<file path="src/rtl/core/taag_pkg.sv">
// Shared types, widths and constants of the tiled array address generator.
package taag_pkg;

    localparam int SIZE_W      = 13;
    localparam int NUM_SIZES   = 4;
    localparam int NDIM_REG_W  = 3;
    localparam int LIMIT_W     = 25;
    localparam int WORD_W      = 32;
    localparam int ADDR_W      = 51;
    localparam int MUL_W       = 64;
    localparam int CNT_W       = 4;
    localparam int NUM_REGS    = 7;
    localparam int PADDR_W     = 5;
    localparam int PDATA_W     = 32;
    localparam int HDR_W       = 10;

    localparam int DEF_MAX_DIM_POINTS = 4096;
    localparam int DEF_MAX_DIMS       = 4;

    // file header length for 2, 3 and 4 dimensions
    localparam logic [HDR_W-1:0] HDR_2D = 10'd436;
    localparam logic [HDR_W-1:0] HDR_3D = 10'd564;
    localparam logic [HDR_W-1:0] HDR_4D = 10'd692;

    localparam logic [SIZE_W-1:0]     RST_SIZE  = 13'd1;
    localparam logic [NDIM_REG_W-1:0] RST_NDIMS = 3'd2;
    localparam logic [LIMIT_W-1:0]    RST_LIMIT = 25'd32768;

    typedef enum logic [2:0] {
        REG_SIZE0 = 3'd0,
        REG_SIZE1 = 3'd1,
        REG_SIZE2 = 3'd2,
        REG_SIZE3 = 3'd3,
        REG_NDIMS = 3'd4,
        REG_LIMIT = 3'd5,
        REG_SWAP  = 3'd6
    } reg_idx_t;

    typedef struct packed {
        logic [NUM_SIZES-1:0][SIZE_W-1:0] size;
        logic [NDIM_REG_W-1:0]            num_dims;
        logic [LIMIT_W-1:0]               max_tile_elems;
        logic                             swap_bytes;
    } cfg_t;

    typedef enum logic [1:0] {
        MUL_P  = 2'd0,
        MUL_SO = 2'd1,
        MUL_SB = 2'd2
    } mul_sel_t;

    typedef struct packed {
        logic     td_load;
        logic     halve;
        logic     mul_start;
        mul_sel_t mul_sel;
        logic     p_take;
        logic     str_init;
        logic     div_start;
        logic     div_take;
        logic     str_store;
        logic     so_take;
        logic     sb_take;
        logic     cnt_init;
        logic     item_take;
        logic     out_load;
    } dp_cmd_t;

    typedef struct packed {
        logic mul_busy;
        logic div_busy;
        logic fits;
        logic out_free;
    } dp_sts_t;

endpackage

</file>
<file path="src/rtl/core/taag_regs.sv">
// APB-style configuration register file.
module taag_regs import taag_pkg::*; (
    input  logic               aclk,
    input  logic               aresetn,
    input  logic               psel,
    input  logic               penable,
    input  logic               pwrite,
    input  logic [PADDR_W-1:0] paddr,
    input  logic [PDATA_W-1:0] pwdata,
    output logic [PDATA_W-1:0] prdata,
    output logic               pready,
    output cfg_t               cfg,
    output logic               cfg_wr
);

    cfg_t     cfg_reg;
    reg_idx_t addr_idx;

    assign addr_idx = reg_idx_t'(paddr[PADDR_W-1:2]);
    assign pready   = 1'b1;
    // only writes that land on a real register count
    assign cfg_wr   = psel && penable && pwrite &&
                      (32'(paddr[PADDR_W-1:2]) < NUM_REGS);
    assign cfg      = cfg_reg;

    always_ff @(posedge aclk) begin
        if (!aresetn) begin
            cfg_reg.size           <= {NUM_SIZES{RST_SIZE}};
            cfg_reg.num_dims       <= RST_NDIMS;
            cfg_reg.max_tile_elems <= RST_LIMIT;
            cfg_reg.swap_bytes     <= 1'b0;
        end else if (cfg_wr) begin
            unique case (addr_idx)
                REG_SIZE0: cfg_reg.size[0]        <= pwdata[SIZE_W-1:0];
                REG_SIZE1: cfg_reg.size[1]        <= pwdata[SIZE_W-1:0];
                REG_SIZE2: cfg_reg.size[2]        <= pwdata[SIZE_W-1:0];
                REG_SIZE3: cfg_reg.size[3]        <= pwdata[SIZE_W-1:0];
                REG_NDIMS: cfg_reg.num_dims       <= pwdata[NDIM_REG_W-1:0];
                REG_LIMIT: cfg_reg.max_tile_elems <= pwdata[LIMIT_W-1:0];
                REG_SWAP:  cfg_reg.swap_bytes     <= pwdata[0];
                default: ;
            endcase
        end
    end

    always_comb begin
        unique case (addr_idx)
            REG_SIZE0: prdata = PDATA_W'(cfg_reg.size[0]);
            REG_SIZE1: prdata = PDATA_W'(cfg_reg.size[1]);
            REG_SIZE2: prdata = PDATA_W'(cfg_reg.size[2]);
            REG_SIZE3: prdata = PDATA_W'(cfg_reg.size[3]);
            REG_NDIMS: prdata = PDATA_W'(cfg_reg.num_dims);
            REG_LIMIT: prdata = PDATA_W'(cfg_reg.max_tile_elems);
            REG_SWAP:  prdata = PDATA_W'(cfg_reg.swap_bytes);
            default:   prdata = '0;
        endcase
    end

endmodule

</file>
<file path="src/rtl/core/taag_ctrl.sv">
// Controller: setup sequencer and per-sample transfer control.
module taag_ctrl import taag_pkg::*; #(
    parameter int MAX_DIMS = DEF_MAX_DIMS,
    localparam int IDX_W   = (MAX_DIMS > 2) ? $clog2(MAX_DIMS) : 1
) (
    input  logic             aclk,
    input  logic             aresetn,
    input  logic             cfg_wr,
    input  logic             s_valid,
    output logic             s_ready,
    input  dp_sts_t          sts,
    input  logic [IDX_W-1:0] last_dim,
    output dp_cmd_t          cmd,
    output logic [IDX_W-1:0] dim_idx
);

    typedef enum logic [12:0] {
        ST_IDLE   = 13'b0000000000001,
        ST_OUT    = 13'b0000000000010,
        ST_INIT   = 13'b0000000000100,
        ST_PMUL   = 13'b0000000001000,
        ST_PWAIT  = 13'b0000000010000,
        ST_CHECK  = 13'b0000000100000,
        ST_DIV    = 13'b0000001000000,
        ST_DWAIT  = 13'b0000010000000,
        ST_SSTORE = 13'b0000100000000,
        ST_SOWAIT = 13'b0001000000000,
        ST_SBMUL  = 13'b0010000000000,
        ST_SBWAIT = 13'b0100000000000,
        ST_FINISH = 13'b1000000000000
    } state_t;

    state_t           state_reg, state_next;
    logic [IDX_W-1:0] idx_reg, idx_next;
    logic             setup_done_reg, setup_done_next;

    assign dim_idx = idx_reg;
    assign s_ready = (state_reg == ST_IDLE) && setup_done_reg;

    always_comb begin
        state_next      = state_reg;
        idx_next        = idx_reg;
        setup_done_next = setup_done_reg;
        cmd             = '0;
        cmd.mul_sel     = MUL_P;

        unique case (state_reg)
            ST_IDLE: begin
                if (!setup_done_reg) begin
                    // a setup cut short may leave the multiplier or divider running
                    if (!sts.mul_busy && !sts.div_busy) begin
                        state_next = ST_INIT;
                    end
                end else if (s_valid) begin
                    cmd.item_take = 1'b1;
                    state_next    = ST_OUT;
                end
            end
            ST_OUT: begin
                if (sts.out_free) begin
                    cmd.out_load = 1'b1;
                    state_next   = ST_IDLE;
                end
            end
            ST_INIT: begin
                cmd.td_load = 1'b1;
                idx_next    = '0;
                state_next  = ST_PMUL;
            end
            ST_PMUL: begin
                cmd.mul_start = 1'b1;
                cmd.mul_sel   = MUL_P;
                state_next    = ST_PWAIT;
            end
            ST_PWAIT: begin
                if (!sts.mul_busy) begin
                    cmd.p_take = 1'b1;
                    if (idx_reg == last_dim) begin
                        state_next = ST_CHECK;
                    end else begin
                        idx_next   = IDX_W'(idx_reg + 1'b1);
                        state_next = ST_PMUL;
                    end
                end
            end
            ST_CHECK: begin
                idx_next = '0;
                if (sts.fits) begin
                    cmd.str_init = 1'b1;
                    state_next   = ST_DIV;
                end else begin
                    cmd.halve  = 1'b1;
                    state_next = ST_PMUL;
                end
            end
            ST_DIV: begin
                cmd.div_start = 1'b1;
                state_next    = ST_DWAIT;
            end
            ST_DWAIT: begin
                if (!sts.div_busy) begin
                    cmd.div_take = 1'b1;
                    if (idx_reg == last_dim) begin
                        state_next = ST_SSTORE;
                    end else begin
                        idx_next   = IDX_W'(idx_reg + 1'b1);
                        state_next = ST_DIV;
                    end
                end
            end
            ST_SSTORE: begin
                cmd.str_store = 1'b1;
                cmd.mul_start = 1'b1;
                cmd.mul_sel   = MUL_SO;
                state_next    = ST_SOWAIT;
            end
            ST_SOWAIT: begin
                if (!sts.mul_busy) begin
                    cmd.so_take = 1'b1;
                    state_next  = ST_SBMUL;
                end
            end
            ST_SBMUL: begin
                cmd.mul_start = 1'b1;
                cmd.mul_sel   = MUL_SB;
                state_next    = ST_SBWAIT;
            end
            ST_SBWAIT: begin
                if (!sts.mul_busy) begin
                    cmd.sb_take = 1'b1;
                    if (idx_reg == '0) begin
                        state_next = ST_FINISH;
                    end else begin
                        idx_next   = IDX_W'(idx_reg - 1'b1);
                        state_next = ST_SSTORE;
                    end
                end
            end
            ST_FINISH: begin
                cmd.cnt_init    = 1'b1;
                setup_done_next = 1'b1;
                state_next      = ST_IDLE;
            end
            default: state_next = ST_IDLE;
        endcase

        // a register write restarts setup from scratch
        if (cfg_wr) begin
            setup_done_next = 1'b0;
            if (state_reg != ST_IDLE && state_reg != ST_OUT) begin
                state_next = ST_IDLE;
            end
        end
    end

    always_ff @(posedge aclk) begin
        if (!aresetn) begin
            state_reg      <= ST_IDLE;
            idx_reg        <= '0;
            setup_done_reg <= 1'b0;
        end else begin
            state_reg      <= state_next;
            idx_reg        <= idx_next;
            setup_done_reg <= setup_done_next;
        end
    end

endmodule

</file>
<file path="src/rtl/core/taag_dp.sv">
// Datapath: tile shape registers, serial multiplier and divider, coordinate lanes.
module taag_dp import taag_pkg::*; #(
    parameter int MAX_DIM_POINTS = DEF_MAX_DIM_POINTS,
    parameter int MAX_DIMS       = DEF_MAX_DIMS,
    localparam int IDX_W         = (MAX_DIMS > 2) ? $clog2(MAX_DIMS) : 1,
    localparam int ND_W          = $clog2(MAX_DIMS + 1)
) (
    input  logic              aclk,
    input  logic              aresetn,
    input  cfg_t              cfg,
    input  dp_cmd_t           cmd,
    input  logic [IDX_W-1:0]  dim_idx,
    output logic [IDX_W-1:0]  last_dim,
    output dp_sts_t           sts,
    input  logic [WORD_W-1:0] s_sample_word,
    output logic              m_valid,
    input  logic              m_ready,
    output logic [ADDR_W-1:0] m_byte_address,
    output logic [WORD_W-1:0] m_out_word,
    output logic              m_last_sample
);

    localparam int HALF = (MAX_DIMS + 1) / 2;

    // effective configuration
    logic [ND_W-1:0]    nd;
    logic [SIZE_W-1:0]  size_eff [MAX_DIMS];
    logic [MAX_DIMS-1:0] used;
    logic [LIMIT_W-1:0] limit_eff;
    logic [HDR_W-1:0]   hdr;

    // tile shape
    logic [SIZE_W-1:0]  td_reg [MAX_DIMS];
    logic [SIZE_W-1:0]  tc_reg [MAX_DIMS];
    logic [MUL_W-1:0]   p_reg;
    logic [ADDR_W-1:0]  sox_reg, sbx_reg, jtmp_reg;
    logic [ADDR_W-1:0]  stepo_reg [MAX_DIMS];
    logic [ADDR_W-1:0]  jump_reg  [MAX_DIMS];

    // shift-add multiplier
    logic [MUL_W-1:0]   mul_a_reg, mul_acc_reg, mul_a_sel;
    logic [SIZE_W-1:0]  mul_b_reg, mul_b_sel;
    logic [CNT_W-1:0]   mul_cnt_reg;

    // restoring divider
    logic [SIZE_W-1:0]  div_rem_reg, div_q_reg, div_d_reg;
    logic [SIZE_W:0]    div_rem_sh;
    logic [CNT_W-1:0]   div_cnt_reg;

    // coordinate lanes
    logic [SIZE_W-1:0]  coord_reg [MAX_DIMS];
    logic [SIZE_W-1:0]  to_reg    [MAX_DIMS];
    logic [ADDR_W-1:0]  c_reg     [MAX_DIMS];
    logic [MAX_DIMS-1:0] coord_max, to_max;
    logic [MAX_DIMS:0]  carry;
    logic               last_now, all_one;
    logic [ADDR_W-1:0]  sum_lo, sum_hi;

    logic [ADDR_W-1:0]  s_lo_reg, s_hi_reg;
    logic [WORD_W-1:0]  word_reg;
    logic               last_reg;

    logic               m_valid_reg;
    logic [ADDR_W-1:0]  addr_out_reg;
    logic [WORD_W-1:0]  word_out_reg;
    logic               last_out_reg;

    always_comb begin
        if (cfg.num_dims < NDIM_REG_W'(2)) begin
            nd = ND_W'(2);
        end else if (32'(cfg.num_dims) > MAX_DIMS) begin
            nd = ND_W'(MAX_DIMS);
        end else begin
            nd = ND_W'(cfg.num_dims);
        end
        for (int d = 0; d < MAX_DIMS; d++) begin
            if (cfg.size[d] == '0) begin
                size_eff[d] = SIZE_W'(1);
            end else if (32'(cfg.size[d]) > MAX_DIM_POINTS) begin
                size_eff[d] = SIZE_W'(MAX_DIM_POINTS);
            end else begin
                size_eff[d] = cfg.size[d];
            end
            used[d] = (32'(d) < 32'(nd));
        end
        limit_eff = (cfg.max_tile_elems == '0) ? LIMIT_W'(1) : cfg.max_tile_elems;
        case (nd)
            ND_W'(2): hdr = HDR_2D;
            ND_W'(3): hdr = HDR_3D;
            default:  hdr = HDR_4D;
        endcase
    end

    assign last_dim = IDX_W'(nd - 1'b1);

    always_comb begin
        all_one = 1'b1;
        for (int d = 0; d < MAX_DIMS; d++) begin
            if (used[d] && td_reg[d] > SIZE_W'(1)) begin
                all_one = 1'b0;
            end
        end
    end

    assign sts.fits     = (p_reg <= MUL_W'(limit_eff)) || all_one;
    assign sts.mul_busy = (mul_cnt_reg != '0);
    assign sts.div_busy = (div_cnt_reg != '0);
    assign sts.out_free = !m_valid_reg || m_ready;

    // ---------------- setup ----------------
    always_comb begin
        case (cmd.mul_sel)
            MUL_SO:  mul_a_sel = MUL_W'(sox_reg);
            MUL_SB:  mul_a_sel = MUL_W'(sbx_reg);
            default: mul_a_sel = p_reg;
        endcase
        mul_b_sel = (cmd.mul_sel == MUL_SB) ? tc_reg[dim_idx] : td_reg[dim_idx];
    end

    always_ff @(posedge aclk) begin
        if (!aresetn) begin
            mul_cnt_reg <= '0;
        end else if (cmd.mul_start) begin
            mul_cnt_reg <= CNT_W'(SIZE_W);
        end else if (mul_cnt_reg != '0) begin
            mul_cnt_reg <= CNT_W'(mul_cnt_reg - 1'b1);
        end
    end

    always_ff @(posedge aclk) begin
        if (cmd.mul_start) begin
            mul_a_reg   <= mul_a_sel;
            mul_b_reg   <= mul_b_sel;
            mul_acc_reg <= '0;
        end else if (mul_cnt_reg != '0) begin
            if (mul_b_reg[0]) begin
                mul_acc_reg <= mul_acc_reg + mul_a_reg;
            end
            mul_a_reg <= {mul_a_reg[MUL_W-2:0], 1'b0};
            mul_b_reg <= {1'b0, mul_b_reg[SIZE_W-1:1]};
        end
    end

    assign div_rem_sh = {div_rem_reg, div_q_reg[SIZE_W-1]};

    always_ff @(posedge aclk) begin
        if (!aresetn) begin
            div_cnt_reg <= '0;
        end else if (cmd.div_start) begin
            div_cnt_reg <= CNT_W'(SIZE_W);
        end else if (div_cnt_reg != '0) begin
            div_cnt_reg <= CNT_W'(div_cnt_reg - 1'b1);
        end
    end

    always_ff @(posedge aclk) begin
        if (cmd.div_start) begin
            div_rem_reg <= '0;
            div_q_reg   <= size_eff[dim_idx];
            div_d_reg   <= td_reg[dim_idx];
        end else if (div_cnt_reg != '0) begin
            if (div_rem_sh >= {1'b0, div_d_reg}) begin
                div_rem_reg <= SIZE_W'(div_rem_sh - {1'b0, div_d_reg});
                div_q_reg   <= {div_q_reg[SIZE_W-2:0], 1'b1};
            end else begin
                div_rem_reg <= div_rem_sh[SIZE_W-1:0];
                div_q_reg   <= {div_q_reg[SIZE_W-2:0], 1'b0};
            end
        end
    end

    always_ff @(posedge aclk) begin
        if (cmd.td_load) begin
            for (int d = 0; d < MAX_DIMS; d++) begin
                td_reg[d] <= used[d] ? size_eff[d] : '0;
                tc_reg[d] <= '0;
            end
            p_reg <= MUL_W'(1);
        end else if (cmd.halve) begin
            for (int d = 0; d < MAX_DIMS; d++) begin
                if (used[d]) begin
                    td_reg[d] <= (td_reg[d] > SIZE_W'(1)) ? (td_reg[d] >> 1) : SIZE_W'(1);
                end
            end
            p_reg <= MUL_W'(1);
        end else if (cmd.p_take) begin
            p_reg <= mul_acc_reg;
        end
        if (cmd.div_take) begin
            tc_reg[dim_idx] <= div_q_reg;
        end
        // strides walk from the innermost dimension of the layout outward
        if (cmd.str_init) begin
            sox_reg <= ADDR_W'(4);
            sbx_reg <= ADDR_W'({p_reg[LIMIT_W-1:0], 2'b00});
        end else if (cmd.so_take) begin
            jtmp_reg <= sox_reg - mul_acc_reg[ADDR_W-1:0];
            sox_reg  <= mul_acc_reg[ADDR_W-1:0];
        end else if (cmd.sb_take) begin
            jump_reg[dim_idx] <= sbx_reg + jtmp_reg;
            sbx_reg           <= mul_acc_reg[ADDR_W-1:0];
        end
        if (cmd.str_store) begin
            stepo_reg[dim_idx] <= sox_reg;
        end
    end

    // ---------------- per sample ----------------
    always_comb begin
        carry[0] = 1'b1;
        last_now = 1'b1;
        for (int d = 0; d < MAX_DIMS; d++) begin
            coord_max[d] = (SIZE_W'(coord_reg[d] + 1'b1) == size_eff[d]);
            to_max[d]    = (SIZE_W'(to_reg[d] + 1'b1) == td_reg[d]);
            carry[d+1]   = carry[d] && coord_max[d];
            if (used[d] && !coord_max[d]) begin
                last_now = 1'b0;
            end
        end
        sum_lo = '0;
        sum_hi = '0;
        for (int d = 0; d < MAX_DIMS; d++) begin
            if (d < HALF) begin
                sum_lo = sum_lo + c_reg[d];
            end else begin
                sum_hi = sum_hi + c_reg[d];
            end
        end
    end

    always_ff @(posedge aclk) begin
        if (cmd.cnt_init) begin
            for (int d = 0; d < MAX_DIMS; d++) begin
                coord_reg[d] <= '0;
                to_reg[d]    <= '0;
                c_reg[d]     <= (d == 0) ? ADDR_W'(hdr) : '0;
            end
        end else if (cmd.item_take) begin
            for (int d = 0; d < MAX_DIMS; d++) begin
                if (used[d] && carry[d]) begin
                    if (coord_max[d]) begin
                        coord_reg[d] <= '0;
                        to_reg[d]    <= '0;
                        c_reg[d]     <= (d == 0) ? ADDR_W'(hdr) : '0;
                    end else begin
                        coord_reg[d] <= SIZE_W'(coord_reg[d] + 1'b1);
                        if (to_max[d]) begin
                            to_reg[d] <= '0;
                            c_reg[d]  <= c_reg[d] + jump_reg[d];
                        end else begin
                            to_reg[d] <= SIZE_W'(to_reg[d] + 1'b1);
                            c_reg[d]  <= c_reg[d] + stepo_reg[d];
                        end
                    end
                end
            end
        end
    end

    always_ff @(posedge aclk) begin
        if (cmd.item_take) begin
            s_lo_reg <= sum_lo;
            s_hi_reg <= sum_hi;
            last_reg <= last_now;
            word_reg <= cfg.swap_bytes ?
                        {s_sample_word[7:0], s_sample_word[15:8],
                         s_sample_word[23:16], s_sample_word[31:24]} : s_sample_word;
        end
    end

    // output register
    always_ff @(posedge aclk) begin
        if (!aresetn) begin
            m_valid_reg <= 1'b0;
        end else if (cmd.out_load) begin
            m_valid_reg <= 1'b1;
        end else if (m_ready) begin
            m_valid_reg <= 1'b0;
        end
    end

    always_ff @(posedge aclk) begin
        if (cmd.out_load) begin
            addr_out_reg <= s_lo_reg + s_hi_reg;
            word_out_reg <= word_reg;
            last_out_reg <= last_reg;
        end
    end

    assign m_valid        = m_valid_reg;
    assign m_byte_address = addr_out_reg;
    assign m_out_word     = word_out_reg;
    assign m_last_sample  = last_out_reg;

endmodule

</file>
<file path="src/rtl/core/tiled_array_address_generator.sv">
// Two register stages: partial address sums on input transfer, then their sum in the
// output register once it is free. A new sample is taken only after the last has left
// the first stage. Tile setup after reset or any write to a defined register runs on
// the shift-add multiplier (tile size products, strides) and the restoring divider.
// Reset (aresetn low, synchronous): registers to defaults, setup pending, output empty.
module tiled_array_address_generator import taag_pkg::*; #(
    parameter int MAX_DIM_POINTS = DEF_MAX_DIM_POINTS,
    parameter int MAX_DIMS       = DEF_MAX_DIMS
) (
    input  logic               aclk,
    input  logic               aresetn,
    // configuration port
    input  logic               psel,
    input  logic               penable,
    input  logic               pwrite,
    input  logic [PADDR_W-1:0] paddr,
    input  logic [PDATA_W-1:0] pwdata,
    output logic [PDATA_W-1:0] prdata,
    output logic               pready,
    // sample input
    input  logic               s_valid,
    output logic               s_ready,
    input  logic [WORD_W-1:0]  s_sample_word,
    // address output
    output logic               m_valid,
    input  logic               m_ready,
    output logic [ADDR_W-1:0]  m_byte_address,
    output logic [WORD_W-1:0]  m_out_word,
    output logic               m_last_sample
);

    localparam int IDX_W = (MAX_DIMS > 2) ? $clog2(MAX_DIMS) : 1;

    cfg_t             cfg;
    logic             cfg_wr;
    dp_cmd_t          cmd;
    dp_sts_t          sts;
    logic [IDX_W-1:0] dim_idx;
    logic [IDX_W-1:0] last_dim;

    // Register file; any write to a defined register forces a new tile setup.
    taag_regs u_regs (
        .aclk    (aclk),
        .aresetn (aresetn),
        .psel    (psel),
        .penable (penable),
        .pwrite  (pwrite),
        .paddr   (paddr),
        .pwdata  (pwdata),
        .prdata  (prdata),
        .pready  (pready),
        .cfg     (cfg),
        .cfg_wr  (cfg_wr)
    );

    // Controller: sequences the setup (halving loop, tile counts, strides)
    // and then walks each sample transfer through the two address stages.
    taag_ctrl #(
        .MAX_DIMS (MAX_DIMS)
    ) u_ctrl (
        .aclk     (aclk),
        .aresetn  (aresetn),
        .cfg_wr   (cfg_wr),
        .s_valid  (s_valid),
        .s_ready  (s_ready),
        .sts      (sts),
        .last_dim (last_dim),
        .cmd      (cmd),
        .dim_idx  (dim_idx)
    );

    // Datapath: per-dimension coordinate lanes keep a running address
    // contribution, so no division is needed per sample. The output register
    // lets the next sample transfer in while a result waits.
    taag_dp #(
        .MAX_DIM_POINTS (MAX_DIM_POINTS),
        .MAX_DIMS       (MAX_DIMS)
    ) u_dp (
        .aclk           (aclk),
        .aresetn        (aresetn),
        .cfg            (cfg),
        .cmd            (cmd),
        .dim_idx        (dim_idx),
        .last_dim       (last_dim),
        .sts            (sts),
        .s_sample_word  (s_sample_word),
        .m_valid        (m_valid),
        .m_ready        (m_ready),
        .m_byte_address (m_byte_address),
        .m_out_word     (m_out_word),
        .m_last_sample  (m_last_sample)
    );

    // one sample in flight: no second input transfer right behind the first
    a_one_in_flight: assert property (@(posedge aclk) disable iff (!aresetn)
        s_valid && s_ready |=> !s_ready)
        else $error("input taken while a sample is still in the address stages");

    // the output register is loaded only when empty or draining
    a_no_overwrite: assert property (@(posedge aclk) disable iff (!aresetn)
        cmd.out_load |-> sts.out_free)
        else $error("pending result overwritten");

    // a register write must block input until setup has run again
    a_cfg_blocks: assert property (@(posedge aclk) disable iff (!aresetn)
        cfg_wr |=> !s_ready)
        else $error("input accepted before setup after a register write");

    // the shared multiplier is never restarted mid-operation
    a_mul_free: assert property (@(posedge aclk) disable iff (!aresetn)
        cmd.mul_start |-> !sts.mul_busy)
        else $error("multiplier started while busy");

endmodule
</file>
<file path="config.mk">
export PLATFORM = sky130hd
export DESIGN_NAME = tiled_array_address_generator
export DESIGN_NICKNAME = d
export VERILOG_FILES = /design/src/rtl/core/taag_pkg.sv /design/src/rtl/core/taag_regs.sv /design/src/rtl/core/taag_ctrl.sv /design/src/rtl/core/taag_dp.sv /design/src/rtl/core/tiled_array_address_generator.sv
export SDC_FILE = /design/constraint.sdc
export NUM_CORES = 2
export LEC_CHECK = 0
export CAP_MARGIN = 5
export CELL_PAD_IN_SITES_DETAIL_PLACEMENT = 0
export CELL_PAD_IN_SITES_GLOBAL_PLACEMENT = 2
export CORE_ASPECT_RATIO = 2
export CORE_MARGIN = 2
export CORE_UTILIZATION = 43
export CTS_CLUSTER_DIAMETER = 100
export DETAILED_ROUTE_END_ITERATION = 8
export DONT_BUFFER_PORTS = 1
export MAX_ROUTING_LAYER = met4
export PLACE_DENSITY = 0.91
export REMOVE_ABC_BUFFERS = 1
export SLEW_MARGIN = 30
export SYNTH_ARGS = -nofsm -noshare
export SYNTH_HDL_FRONTEND = slang
export SYNTH_SLANG_ARGS = --single-unit
</file>
<file path="constraint.sdc">
create_clock -name aclk -period 16.3 [get_ports aclk]
set_clock_uncertainty 0.2 [all_clocks]
set_input_delay 0.815 -clock aclk [delete_from_list [all_inputs] [get_ports aclk]]
set_output_delay 0.815 -clock aclk [all_outputs]
set_load 0.1 [all_outputs]
</file>
# --- Word-level counts from Yosys, hierarchy flattened ---
# Memory sizes are Yosys's and may differ from the RTL's. A register that Yosys moved wholly into a read port is not among the register bits.
# Index checks and enable logic that the tools add are counted.
word_totals:
  in_bits: 76
  out_inout_bits: 119
  elab_cells: 475
  regBits: 722
  n_memories: 7
  mem_bits_rw: 820
classes:
  n_reduce_logical: 61
  bitwise: 40
  addsub: 28
  mux: 249
  order_cmp: 18
  eq_ne: 39
mem_list:
  columns: ["name", "depth", "word_bits", "read_ports", "rd_clocked_by_memory_dff", "wr", "line", "text"]
  rows:
  - ["u_dp.c_reg", 4, 51, 4, 0, 4, "taag_dp.sv:53", "logic [ADDR_W-1:0] c_reg [MAX_DIMS];"]
  - ["u_dp.jump_reg", 4, 51, 4, 0, 1, "taag_dp.sv:38", "logic [ADDR_W-1:0] jump_reg [MAX_DIMS];"]
  - ["u_dp.stepo_reg", 4, 51, 4, 0, 1, "taag_dp.sv:37", "logic [ADDR_W-1:0] stepo_reg [MAX_DIMS];"]
  - ["u_dp.coord_reg", 4, 13, 4, 0, 4, "taag_dp.sv:51", "logic [SIZE_W-1:0] coord_reg [MAX_DIMS];"]
  - ["u_dp.tc_reg", 4, 13, 1, 1, 4, "taag_dp.sv:34", "logic [SIZE_W-1:0] tc_reg [MAX_DIMS];"]
  - ["u_dp.td_reg", 4, 13, 5, 1, 4, "taag_dp.sv:33", "logic [SIZE_W-1:0] td_reg [MAX_DIMS];"]
  - ["1 more memories", null, null, null, null, null, null, null]
op_table:
  columns: ["op", "count"]
  rows:
  - ["13-bit 2-to-1 mux", 56]
  - ["51-bit adder", 12]
  - ["51-bit 2-to-1 mux", 12]
  - ["25-bit case mux with 7 select lines", 1]
  - ["13-bit case mux with 12 select lines", 1]
  - ["1-bit 2-to-1 mux", 144]
  - ["64-bit 2-to-1 mux", 2]
  - ["64-bit case mux with 2 select lines", 1]
  - ["13-bit by 1-bit adder with 13-bit output (second input constant)", 8]
  - ["13-bit == test", 8]
  - ["27-bit 2-to-1 mux", 3]
  - ["64-bit adder", 1]
  - ["64-bit by 25-bit <= comparator with 1-bit output", 1]
  - ["13-bit by 1-bit > comparator with 1-bit output (second input constant)", 4]
  - ["13-bit > comparator (second input constant)", 4]
  - ["13-bit logical NOT", 4]
  - ["51-bit subtractor", 1]
  - ["12-bit 2-to-1 mux", 4]
  - ["1-bit OR", 36]
  - ["32-bit 2-to-1 mux", 1]
  - ["13-bit binary-select mux with 2-bit select", 1]
  - ["25-bit logical NOT", 1]
  - ["25-bit 2-to-1 mux", 1]
  - ["2-bit AND reduction", 11]
  - ["other kinds (56)", 117]

# --- Logic depth before layout (Yosys ltp) ---
logic_depth:
  word_depth: 16
  depth_mapped: 21
  mapped_depth_nobuf: 19

# --- Cells and area by module ---
# A second synthesis with hierarchy kept.
unflattened:
  hier_cells: 10061
  area_unflattened_um2: 99470.4
modules_own_cells:
  columns: ["mod", "area_per_inst_um2", "seq_area_each_um2", "instances", "cells_each"]
  rows:
  - ["taag_dp", 94296.7, 41089.4, 1, 9488]
  - ["taag_regs", 3809.9, 1621.6, 1, 406]
  - ["taag_ctrl", 1363.8, 320.3, 1, 167]

# --- Worst setup path before layout ---
# Ideal clock, no wire load.
synth_timing:
  path_type: "flip-flop to flip-flop"
  startpoint: "register u_ctrl.state_reg[1]"
  endpoint: "memory u_dp.c_reg[3][0] (enable)"
  required_time_ns: 15.526
  path_slack_ns: 5.017
  setup_time_ns: 0.574
  n_path_buf: 1
  period_less_slack_ns: 11.283
  arrival_time_ns: 10.509
  stages_incl_launch_ff: 11
  cell_sequence: "dfxtp_1 -> nor4_1 -> nand2_1 -> nor4_1 -> and3b_1 -> and3_1 -> clkbuf_1 -> nand2_1 -> nor2_1 -> nand2_1 -> o21ai_0"
synth_rtl:
  columns: ["element", "line", "text"]
  rows:
  - ["start, declared", "taag_ctrl.sv:33", "state_t state_reg, state_next;"]
  - ["start signal, assigned", "taag_ctrl.sv:162", "state_reg <= state_next;"]
  - ["end, declared", "taag_dp.sv:53", null]

==> results.tsv <==
stage	metric	value	unit
status	result of the run	finished clean	
layout	final core utilization	47.6	%
power	leakage	41.8	nW
critical_path	worst r2r path cells	13	
global_routing	GRT overflow	0	
power	Power Density	107	nW/um^2
layout	layout cell share with drive strength beyond 1	5.68	%
die	die area	233000	um^2
cts	Worst-path clk slew	0.07	ns
yosys	syn_area_per_cell	9.76	um^2
die	Rows	248	
critical_path	critical path capture point type	register	
cts	postcts setup bufs	0	
timing	relative slew slack	26.0	%
layout	fin cells	13200	
timing	Fmax	159	MHz
place	Post-DP HPWL	256000	um
critical_path	Worst setup SP type	register	
yosys	Commonest cells post-synth	1215 x edfxtp_1, 1028 x a21oi_1, 956 x nand2_1	
critical_path	worst path cell trace	nor4_1 > nand4_1 > a21oi_1 > xor2_1 > nand3_1 > nor3_1 > o21ai_0 > and4bb_1 > nand2_1 > nor2_1 > nand2_1 > o21ai_4 > buf_4	
yosys	Cell variety after synth	108	
route	Via-to-Cell Ratio	5.90	
yosys	post-synth top area share	37.1	%
route	vias	77900	
timing	final cycle utilization of the critical path	38.5	%
yosys	most used flip-flop cell after synthesis	edfxtp_1	
critical_path	WP data required	16.58	ns
cts	CTS tree	built	
route	initial detailed-routing violation count	4426	
timing	Hold Violations, Final	0	
route	routed length per instance	24.6	um
cts	clock sinks	1544	
layout	Nets	10900	
hold_path	WHS Path Cells	2	
critical_path	slowest CP cell	a21oi_1	
place	DP Cell Count	12800	
critical_path	Crit Path Max Fanout	51	
power	VDD IR-drop max	0.0884	mV
die	io pins	195	
yosys	Synth Register Bits	1544	
route	Remaining DRCs	0	
route	first drt pass iteration count	5	
cts	CTS H-tree lvls	4	
cts	largest buffer count on any clock path	4	
global_routing	Total GRT Usage	28.1	%
die	Core Area	228000	um^2
yosys	Post-Syn Area	98400	um^2
timing	hold slack	0.0937	ns
critical_path	Crit Path Category	reg2reg	
cts	total CTS buffers	167	
layout	Fillers	21400	
route	Total Wirelength	325000	um
power	Total Power	0.0115	W
die	Chip Height	681	um
route	Routed Antenna Nets	0	
die	die width	342	um
timing	Setup violations, final	0	
yosys	largest cells by area after synthesis	edfxtp_1 37%, ha_1 9.8%, dfxtp_1 6.7%, a21oi_1 5.2%, xnor2_1 4.4%	
timing	total negative slack	0	ns
critical_path	CP Data Arrival Time	6.56	ns
yosys	leading area contributor after synthesis	edfxtp_1	
timing	unrepaired setup endpoints after global routing	no	
cts	Root Buffer	clkbuf_16	
yosys	most frequently used cell type in the post-synthesis netlist	edfxtp_1	
critical_path	Top cell by count, worst path	nand2_1	
hold_path	Hold Path Class	in2reg	
yosys	Post-Syn Instances	10100	
timing	final-report max-slew violation count	0	
die	Initial Utilization	43.2	%
yosys	sequential cell area fraction in the yosys report	43.8	%
global_routing	global-route wire length before repair	482000	um
layout	Syn-to-layout area delta	10.1	%
yosys	asr flop ratio synth	0	%
global_routing	initial antenna violation count	7	
global_routing	vias in the first global route	81900	
yosys	Post-synth EDFFs	1215	
place	Final GP Congestion	0.997	
yosys	Yosys warning count	0	
critical_path	CP peak stage delay	0.96	ns
timing	Worst-Margin Slew	1.10	ns
place	IO buf count	0	
timing	Tmin final	6.28	ns
cts	Clk Latency, worst-skew pair	0.87	ns
global_routing	largest net degree at the start of global routing	96	
flow_run	max cap viols	0	
layout by cell type, fill, tap and decap left out, types with 340 or more instances in the layout:
| cell type | count |
|---|---|
| edfxtp_1 | 1215 |
| a21oi_1 | 1027 |
| nand2_1 | 951 |
| nor2_1 | 878 |
| ha_1 | 766 |
| o21ai_0 | 561 |
| xnor2_1 | 496 |
| a21o_1 | 485 |
| xor2_1 | 340 |
critical path, delay by kind of cell, from the launching register on:
| kind | cells | cell delay (ns) |
|---|---|---|
| XOR/XNOR | 1 | 0.20 |
| flip-flops | 1 | 0.49 |
| AO/OA/AOI/OAI | 3 | 1.63 |
| AND/OR/NAND/NOR | 8 | 2.57 |
| buffers and inverters | 1 | 0.73 |
layer usage:
| metal | global-route usage, % | wire (um) | vias up |
|---|---|---|---|
| met5 | - | 0 | - |
| met4 | 21.6 | 29500 | 0 |
| met3 | 3.00 | 11400 | 1046 |
| met2 | 53.9 | 178000 | 2013 |
| met1 | 24.7 | 106000 | 37600 |
| li1 | - | - | 37200 |
worst paths after layout:
kind                                                   from                          endpoint  slack, ns
worst min register to register  u_dp.word_reg[29]$_DFFE_PP_     u_dp.m_out_word[29]$_DFFE_PP_       0.18
worst max register to register  u_regs.cfg[32]$_SDFFE_PN0P_        u_dp.c_reg[3][6]$_DFFE_PP_      10.02
worst max-delay path            u_regs.cfg[32]$_SDFFE_PN0P_        u_dp.c_reg[3][6]$_DFFE_PP_      10.02
worst min-delay path                                aresetn  u_dp.mul_cnt_reg[0]$_SDFFE_PN0P_       0.09
cells by family after synthesis:
group / share of synthesized area [%]
buf+inv: 2.80
fa+ha+maj: 10.1
simple gates: 13.9
other cells: 0.00763
mux: 2.53
compound gates: 19.4
flops: 43.8
xor+xnor: 7.46
stage by stage:
step | setup WS (ns) | instance area, um^2
finish | 10.02 | 108000
global route | 9.95 | 108000
CTS | 10.17 | 108000
detailed placement | 10.15 | 102000
global placement | 10.16 | 102000
floorplan | 5.50 | 96900
area by class of cell:
| class | instances | area [um^2] | share of cell area (%) |
|---|---|---|---|
| clock buffer | 205 | 4550 | 4.20 |
| inverter | 332 | 1250 | 1.15 |
| clock inverter | 86 | 1020 | 0.943 |
| timing repair buffer | 196 | 1700 | 1.57 |
| tap | 3000 | 3750 | 3.46 |
| sequential | 1544 | 43100 | 39.7 |
| antenna | 5 | 12.5 | 0.0115 |
| multi-input combinational | 7826 | 53000 | 48.9 |
timing repair:
item,4_1_cts,5_1_grt
endpoints found under the hold margin,114,0
resized for setup,0,0
hold buffers,77,0
power by group:
part	internal, W	switching, W	total (W)
Clock	0.00233	0.00169	0.00403
Sequential	0.00458	0.000267	0.00484
Combinational	0.00101	0.00167	0.00268
Power figures use the tool's default switching activity.
